`src/hw/rtl/fatsn_pkg.sv`:
```
`timescale 1ns / 1ps
`default_nettype none

package fatsn_pkg;

    localparam int BASE_LEN = 8;
    localparam int EXT_LEN  = 3;

    typedef logic [7:0] t_byte;
    typedef logic [BASE_LEN-1:0][7:0] t_base;
    typedef logic [EXT_LEN-1:0][7:0] t_ext;

    localparam t_byte SPACE_BYTE = 8'h20;
    localparam t_byte DOT_BYTE   = 8'h2E;
    localparam t_byte LOWER_A    = 8'h61;
    localparam t_byte LOWER_Z    = 8'h7A;
    localparam t_byte CASE_GAP   = 8'h20;
    localparam t_byte NUL_BYTE   = 8'h00;

    localparam t_base BASE_SPACES = {BASE_LEN{SPACE_BYTE}};

    function automatic t_byte upcase(input t_byte b);
        if (b >= LOWER_A && b <= LOWER_Z) begin
            return t_byte'(b - CASE_GAP);
        end
        return b;
    endfunction

    function automatic t_byte sum_step(input t_byte sum, input t_byte b);
        return t_byte'({sum[0], sum[7:1]} + b);
    endfunction

endpackage

`default_nettype wire

```
`src/hw/rtl/fatsn_parse.sv`:
```
`timescale 1ns / 1ps
`default_nettype none

module fatsn_parse import fatsn_pkg::*; (
    input  wire   i_clk,
    input  wire   i_rst_n,
    input  wire   i_take,
    input  t_byte i_byte,
    input  wire   i_last,
    output t_base o_base,
    output t_ext  o_ext
);

    logic       r_lead,  n_lead;
    logic       r_closed, n_closed;
    logic [3:0] r_bcnt,  n_bcnt;
    t_base      r_base,  n_base;
    logic       r_dot,   n_dot;
    logic [1:0] r_ecnt,  n_ecnt;
    t_ext       r_ext,   n_ext;
    logic       r_ended, n_ended;

    always_comb begin
        n_lead   = r_lead;
        n_closed = r_closed;
        n_bcnt   = r_bcnt;
        n_base   = r_base;
        n_dot    = r_dot;
        n_ecnt   = r_ecnt;
        n_ext    = r_ext;
        n_ended  = r_ended;
        if (!r_ended) begin
            if (i_byte == NUL_BYTE) begin
                n_ended = 1'b1;
            end else if (!(r_lead && i_byte == SPACE_BYTE)) begin
                n_lead = 1'b0;
                if (!r_closed && r_bcnt < 4'(BASE_LEN)) begin
                    if (i_byte == DOT_BYTE) begin
                        n_closed = 1'b1;
                    end else if (i_byte != SPACE_BYTE) begin
                        n_base[3'(3'd7 - r_bcnt[2:0])] = upcase(i_byte);
                        n_bcnt = 4'(r_bcnt + 4'd1);
                    end
                end
                if (i_byte == DOT_BYTE) begin
                    n_dot  = 1'b1;
                    n_ecnt = 2'd0;
                    n_ext  = '0;
                end else if (r_dot && r_ecnt < 2'(EXT_LEN)) begin
                    n_ext[2'(2'd2 - r_ecnt)] = upcase(i_byte);
                    n_ecnt = 2'(r_ecnt + 2'd1);
                end
            end
        end
    end

    always_ff @(posedge i_clk) begin
        if (!i_rst_n || (i_take && i_last)) begin
            r_lead   <= 1'b1;
            r_closed <= 1'b0;
            r_bcnt   <= '0;
            r_base   <= BASE_SPACES;
            r_dot    <= 1'b0;
            r_ecnt   <= '0;
            r_ext    <= '0;
            r_ended  <= 1'b0;
        end else if (i_take) begin
            r_lead   <= n_lead;
            r_closed <= n_closed;
            r_bcnt   <= n_bcnt;
            r_base   <= n_base;
            r_dot    <= n_dot;
            r_ecnt   <= n_ecnt;
            r_ext    <= n_ext;
            r_ended  <= n_ended;
        end
    end

    assign o_base = n_base;
    assign o_ext  = n_ext;

endmodule

`default_nettype wire

```
`src/hw/rtl/fat_short_name_and_checksum_top.sv`:
```
`timescale 1ns / 1ps
`default_nettype none

// Builds the FAT 8.3 short name of a long file name that arrives one byte per
// transfer, and its long-name entry checksum. One byte is taken in every clock
// cycle unless o_ready is low, as the output is held and the pipeline is full;
// the transfer flagged as last produces one result, which passes through the
// three-register pipeline that forms the checksum, whose first register is
// loaded by the edge that takes that byte, before it reaches the output. The name
// state is cleared by the last byte, so the next name may follow at once.
module fat_short_name_and_checksum_top import fatsn_pkg::*; (
    input  wire          i_clk,
    input  wire          i_rst_n,
    input  wire          i_valid,
    output logic         o_ready,
    input  wire  [7:0]   i_name_byte,
    input  wire          i_is_last,
    output logic         o_valid,
    input  wire          i_ready,
    output logic [63:0]  o_base_name,
    output logic [23:0]  o_ext_name,
    output logic [7:0]   o_name_checksum
);

    logic  in_acc;
    t_base p_base;
    t_ext  p_ext;

    logic  r_v1, r_v2;
    t_base r_b1, r_b2;
    t_ext  r_e1, r_e2;
    t_byte r_sum2, n_sum2, n_sum_out;
    logic  s1_rdy, s2_rdy, out_rdy;

    assign out_rdy = !o_valid || i_ready;
    assign s2_rdy  = !r_v2 || out_rdy;
    assign s1_rdy  = !r_v1 || s2_rdy;
    assign o_ready = s1_rdy;
    assign in_acc  = i_valid && o_ready;

    fatsn_parse u_parse (
        .i_clk  (i_clk),
        .i_rst_n(i_rst_n),
        .i_take (in_acc),
        .i_byte (i_name_byte),
        .i_last (i_is_last),
        .o_base (p_base),
        .o_ext  (p_ext)
    );

    always_comb begin
        n_sum2 = '0;
        for (int k = 0; k < BASE_LEN; k++) begin
            n_sum2 = sum_step(n_sum2, r_b1[BASE_LEN-1-k]);
        end
    end

    always_comb begin
        n_sum_out = r_sum2;
        for (int k = 0; k < EXT_LEN; k++) begin
            n_sum_out = sum_step(n_sum_out, r_e2[EXT_LEN-1-k]);
        end
    end

    always_ff @(posedge i_clk) begin
        if (!i_rst_n) begin
            r_v1    <= 1'b0;
            r_v2    <= 1'b0;
            o_valid <= 1'b0;
        end else begin
            if (s1_rdy) begin
                r_v1 <= in_acc && i_is_last;
            end
            if (s2_rdy) begin
                r_v2 <= r_v1;
            end
            if (out_rdy) begin
                o_valid <= r_v2;
            end
        end
    end

    always_ff @(posedge i_clk) begin
        if (s1_rdy && in_acc && i_is_last) begin
            r_b1 <= p_base;
            r_e1 <= p_ext;
        end
        if (s2_rdy && r_v1) begin
            r_b2   <= r_b1;
            r_e2   <= r_e1;
            r_sum2 <= n_sum2;
        end
        if (out_rdy && r_v2) begin
            o_base_name     <= r_b2;
            o_ext_name      <= r_e2;
            o_name_checksum <= n_sum_out;
        end
    end

    a_last_loads: assert property (@(posedge i_clk) disable iff (!i_rst_n)
        in_acc && i_is_last |=> r_v1)
        else $error("final byte did not load the checksum pipeline");

    a_mid_hold: assert property (@(posedge i_clk) disable iff (!i_rst_n)
        r_v2 && !out_rdy |=> r_v2 && $stable(r_sum2))
        else $error("partial checksum lost while stalled");

    a_full_stall: assert property (@(posedge i_clk) disable iff (!i_rst_n)
        !o_ready |-> r_v1 && r_v2 && o_valid)
        else $error("input stalled while the pipeline has room");

endmodule

`default_nettype wire

```
`config.mk`:
```
export PLATFORM = sky130hd
export DESIGN_NAME = fat_short_name_and_checksum_top
export DESIGN_NICKNAME = d
export VERILOG_FILES = /design/src/hw/rtl/fatsn_pkg.sv /design/src/hw/rtl/fatsn_parse.sv /design/src/hw/rtl/fat_short_name_and_checksum_top.sv
export SDC_FILE = /design/constraint.sdc
export NUM_CORES = 1
export LEC_CHECK = 0
export CAP_MARGIN = 30
export CORE_MARGIN = 3
export CORE_UTILIZATION = 55
export DETAILED_ROUTE_END_ITERATION = 8
export DONT_BUFFER_PORTS = 1
export PLACE_DENSITY = 0.73
export RECOVER_POWER = 50
export SLEW_MARGIN = 5
export SYNTH_ARGS = -nofsm -noshare
export SYNTH_HDL_FRONTEND = slang
export SYNTH_HIERARCHICAL = 1
export SYNTH_SLANG_ARGS = --single-unit
```
`constraint.sdc`:
```
create_clock -name i_clk -period 9.6 [get_ports i_clk]
set_clock_uncertainty 0.05 [all_clocks]
set_input_delay 1.92 -clock i_clk [delete_from_list [all_inputs] [get_ports i_clk]]
set_output_delay 1.92 -clock i_clk [all_outputs]
set_load 0.005 [all_outputs]
```
==> results.yml, run 1 <==
global_routing:
  grt_overflow: 0
  grt_pass1_wl_um: 53000
  antenna_found_initial: 0
  grt_pass1_vias: 9476
  track_usage: 0.201
  grt_max_degree: 73
synth:
  synthAdderAreaFrac: 0.0720
  netlist.area_leader.share: 0.504
  synth_compound_area_frac: 0.0990
  yosys.area.top_type: "edfxtp_1"
  syn_avg_cell_area_sq_um: 13.2
  async_flop_share: 0
  syn_inst: 1266
  synth-simple-area-share: 0.0891
  synthesis.area_sq_um: 16700
  synthFlopType: "edfxtp_1"
  ys_seq_area_frac: 0.625
  yosysMostFrequentCell: "edfxtp_1"
  synth-seq-cells: 381
  yosysUniqueCellTypes: 68
  ys_warn_count: 6
  synth-edff-count: 280
  synth_top_family_by_area: "compound AO/OA/AOI/OAI gates"
  syn_nets: 1369
  synth_xor_xnor_area_share: 0.0320
  synthMuxAreaShare: 0.0558
  ys_top_cells_by_area: "edfxtp_1 (50%), dfxtp_1 (12%), ha_1 (6.0%), mux2_2 (3.8%), xnor2_1 (2.8%)"
  synth_common_cells: "edfxtp_1 (280), dfxtp_1 (101), a21oi_1 (85)"
worst_setup_path:
  cp-start-kind: "flop"
  critPathRequiredTime_ns: 9.83
  crit_top_cell: "ha_1"
  slowest_delay_ns: 0.41
  cp.arrival_ns: 7.94
  crit_path_max_fanout: 4
  endpoint_kind: "flop"
  crit_type: "flop to flop"
  cp_slowest_cell: "fa_1"
die:
  rows: 63
  die_h_um: 180
  initial_core_util: 0.560
  die_w_um: 180
  io_pins: 111
  die-area_sq_um: 32500
  core_area_sq_um: 29800
final_layout:
  final_nets: 1364
  fin_area_sq_um: 18400
  syn2layout_area_growth_pct: 10.5
  drive_above_1_share: 0.121
  antennaDiodeCount: 0
  final_cells: 1682
timing:
  finalSetupViolations: 0
  clock.fmax_mhz: 130
  fin_setup_tns_ns: 0
  period_needed_ns: 7.71
  rsz0062_at_grt: "false"
  hold_violations: 0
  drv_slew: 159
  worst_pin_slew_ns: 3.28
  hold_ws_ns: 0.362
  relSlewSlack: -1.19
  fin_crit_sh: 0.803
power:
  p_int_uw: 4350
  pwr-share-clk: 0.241
  power_density_nw_per_um2: 361
  vdd_drop_max_mv: 0.402
  seqPwrFrac: 0.303
  swShare: 0.348
  power_frac_comb: 0.455
  power_uw: 6660
  leakage_uw: 0.00650
  p_switching_uw: 2320
placement:
  numPlacedInstances: 1608
  placed_cell_area_sq_um: 17100
  place_congestion: 0.836
  hpwl_um: 22100
  port-buffer-count: 0
cts:
  clock_latency_ns: 0.53
  clk_path_buf_depth: 3
  htreeDepth: 2
  post-cts-setup-buffers: 0
  cts_sinks: 381
  cts_hold_buf: 0
  path_clk_slew_ns: 0.06
  numCtsBuffers: 39
  cts.repair.resized: 0
  cts_tree: "yes"
  clock-root-buffer: "clkbuf_16"
drt:
  vias: 9820
  drt_wl_total_um: 33200
  avgViaCountPerCell: 5.84
  drt_iter0_markers: 825
  drt-pass1-iter-count: 5
  post_drt_wl_per_cell_um: 19.7
  postRouteAntennaNets: 0
  drc_errors: 0
worst_hold_path:
  hold_path_class: "flop to flop"
run_status:
  status: "finished with violations"
  violations: "max-capacitance violations, max-slew violations"
job:
  drv_cap: 4
==> critical path, delay by kind of cell (launching register included) <==
family                   cells  cell delay, ns
AO/OA/AOI/OAI               15            2.63
adder cells (fa/ha/maj)      8            2.57
XOR/XNOR                     5            0.88
AND/OR/NAND/NOR              9            0.82
flip-flops                   1            0.36
buffers and inverters        2            0.17
==> routing by layer <==
layer | vias up | global-route usage | routed length (um)
li1 | 4715 | - | -
met5 | - | 0 | 0
met1 | 4779 | 0.293 | 15100
met4 | 0 | 0.0507 | 634
met3 | 43 | 0.0375 | 1920
met2 | 283 | 0.317 | 15500
==> sequential cells by signal, indices dropped and copies added (netlist names), 2 cells and up <==
register,count
o_base_name,64
r_b1,64
r_b2,64
u_parse/r_base,64
o_ext_name,24
r_e1,24
r_e2,24
u_parse/r_ext,24
o_name_checksum,8
r_sum2,8
u_parse/r_bcnt,4
u_parse/r_ecnt,2
==> cell families (layout without fill, tap and decap cells) <==
family	count (synthesis)	after routing
buffers and inverters	112	138
AND/OR/NAND/NOR	287	287
adder cells (fa/ha/maj)	90	90
flip-flops	381	381
multiplexers	82	82
AO/OA/AOI/OAI	253	253
XOR/XNOR	61	61
==> metrics by stage <==
step | utilization | setup slack [ns]
after floorplan | - | 2.42
after global placement | 0.573 | 2.25
after detailed placement | 0.573 | 1.93
after CTS | 0.620 | 1.94
after global routing | 0.619 | 1.35
final | 0.619 | 1.89
==> final cells by class <==
cell class,instances,area [sq um]
Tap cell,390,488
Multi-Input combinational cell,773,5840
Clock inverter,20,322
Clock buffer,52,1070
Fill cell,2256,11400
Timing Repair Buffer,15,105
Sequential cell,381,10400
Inverter,51,191
==> power by group through the flow <==
stage	Combinational, uW	Clock (uW)	Sequential [uW]
after detailed placement	2990	0	2050
after global routing	3370	1710	2020
final	3030	1610	2020
after CTS	3020	1640	2020
after global placement	2920	0	2050
after floorplan	2400	0	2040
==> final timing paths <==
check	startpoint	to	slack, ns	cells after the start
worst max-delay path	r_b1[48]	r_sum2[7]	1.89	39
worst min-delay path	r_b2[63]	o_base_name[63]	0.36	0
worst max register to register	r_b1[48]	r_sum2[7]	1.89	39
worst min register to register	r_b2[63]	o_base_name[63]	0.36	0
==> placed cells by master, fill, tap and decap left out, drive strengths merged, types with 10 or more instances in the layout <==
cell,Yosys,final
fa,10,10
xnor2,54,54
nand3,63,63
nor4,10,10
clkbuf,46,56
nor2b,24,24
a21oi,85,85
dfxtp,101,101
o2bb2ai,40,40
and2,11,11
nor2,75,75
mux2,64,64
buf,15,11
o21ai,65,65
ha,80,80
edfxtp,280,280
nor3,25,25
mux2i,18,18
inv,51,53
nand2,36,36
No activity file was read; power rests on OpenSTA's default activity.
==> run 2, diff against run 1 <==
Settings changed: PLACE_DENSITY 0.73 to 0.7.
Clock period 9.6 ns to 7.1 ns, I/O delays scaled along.
==> run 2 against run 1 <==
The flow finishes with violations (max-capacitance violations, max-slew violations, negative setup slack). Highest routed layer unchanged. Clock-buffer cell count rose by 10. Cell count rose by 2.1%. Combinational power rose by 68%. Die area did not move. Sequential power rose by 35%. Clock power rose by 27%.
==> results.yml, run 2 (same netlist as run 1, synthesis figures left out) <==
run_status:
  status: "finished with violations"
  violations: "max-capacitance violations, max-slew violations, negative setup slack"
final_layout:
  final_cell_mix: "edfxtp_1 (280), dfxtp_1 (101), a21oi_1 (77)"
  nFillCells: 2240
  drive_above_1_share: 0.175
  antennaDiodeCount: 0
  layout_commonest_cell: "edfxtp_1"
  final_cells: 1718
  syn2layout_area_growth_pct: 13.2
  final_nets: 1401
  fin_area_sq_um: 18900
worst_setup_path:
  critPathRequiredTime_ns: 7.32
  crit_top_cell: "ha_1"
  endpoint_kind: "flop"
  cp.arrival_ns: 7.48
  cp_slowest_cell: "edfxtp_1"
  cp-start-kind: "flop"
  crit_type: "flop to flop"
  slowest_delay_ns: 0.36
  crit_path_max_fanout: 3
placement:
  port-buffer-count: 0
  numPlacedInstances: 1630
  hpwl_um: 22900
  dp_slack_ns: -0.373
  placed_cell_area_sq_um: 17300
  place_congestion: 0.822
timing:
  rsz0062_at_grt: "true"
  drv_slew: 111
  clock.fmax_mhz: 138
  fin_ws_ns: -0.155
  worst_pin_slew_ns: 3.14
  fin_setup_tns_ns: -0.400
  fin_crit_sh: 1.02
  relSlewSlack: -1.10
  finalSetupViolations: 3
  hold_violations: 0
  period_needed_ns: 7.25
cts:
  clock_latency_ns: 0.52
  path_clk_slew_ns: 0.06
  clock-root-buffer: "clkbuf_16"
  cts_tree: "yes"
  cts_sinks: 381
  htreeDepth: 2
  numCtsBuffers: 40
  clk_path_buf_depth: 3
power:
  power_uw: 9870
  leakage_uw: 0.00672
  power_density_nw_per_um2: 522
  vdd_drop_max_mv: 0.517
die:
  core_area_sq_um: 29800
  die_w_um: 180
  die-area_sq_um: 32500
  io_pins: 111
  die_h_um: 180
  rows: 63
  initial_core_util: 0.560
drt:
  drt_iter0_markers: 869
  post_drt_wl_per_cell_um: 20.2
  drt_wl_total_um: 34800
  vias: 10105
  postRouteAntennaNets: 0
  drc_errors: 0
  avgViaCountPerCell: 5.88
  drt-pass1-iter-count: 5
global_routing:
  grt_pass1_vias: 9837
  antenna_found_initial: 0
  grt_overflow: 0
  grt_pass1_wl_um: 54800
  grt_max_degree: 73
  track_usage: 0.209
job:
  drv_cap: 3
worst_hold_path:
  hold_path_class: "flop to flop"
run 2: metrics by stage:
stage                util  hold WS (ns)
floorplan               -         0.350
CTS                 0.630         0.367
global placement    0.578         0.352
detailed placement  0.579         0.355
global route        0.634         0.369
finish              0.634         0.367
run 2: per-layer routing:
| layer | part of all wire | track usage | up-vias |
|---|---|---|---|
| met2 | 0.47 | 0.334 | 300 |
| met4 | 0.021 | 0.0476 | 0 |
| met3 | 0.057 | 0.0408 | 60 |
| met5 | 0 | 0 | - |
| met1 | 0.45 | 0.301 | 4943 |
| li1 | - | - | 4802 |
run 2: worst paths after layout:
| path | to | slack, ns | cells past startpoint | startpoint |
|---|---|---|---|---|
| setup / recovery | r_sum2[6] | -0.15 | 38 | r_b1[57] |
| hold / removal | r_e2[20] | 0.37 | 0 | r_e1[20] |
| setup reg to reg | r_sum2[6] | -0.15 | 38 | r_b1[57] |
| hold reg to reg | r_e2[20] | 0.37 | 0 | r_e1[20] |
run 2: report_power, final:
part           total, uW  switching [uW]  internal, uW
logic               5080            2610          2470
registers           2730            54.7          2680
clock network       2050             808          1240
run 2: what timing repair did:
item,CTS,global route
gates cloned,0,0
hold buffers,0,0
pin swaps,21,34
gates resized for setup,25,26
buffers inserted,10,5
setup endpoints to repair,4,4
run 2: area by class of cell:
cell class / count / area, sq um / area share
flip-flops and latches: 381 / 10400 / 0.552
multi-input cells: 773 / 6070 / 0.321
clock buffers: 62 / 1240 / 0.0658
well taps: 390 / 488 / 0.0258
repair buffers: 51 / 383 / 0.0203
inverters: 51 / 191 / 0.0101
clock inverters: 10 / 85.1 / 0.00450
run 2: worst max-delay path: cells and delay by family (launching register included):
family	cells	cell delay, ns
xor gates and xnor gates	7	1.06
AOI/OAI and AO/OA	12	2.16
buffers and inverters	4	0.36
adders and majority gates	8	2.28
and+or+nand+nor	7	0.71
DFF	1	0.36
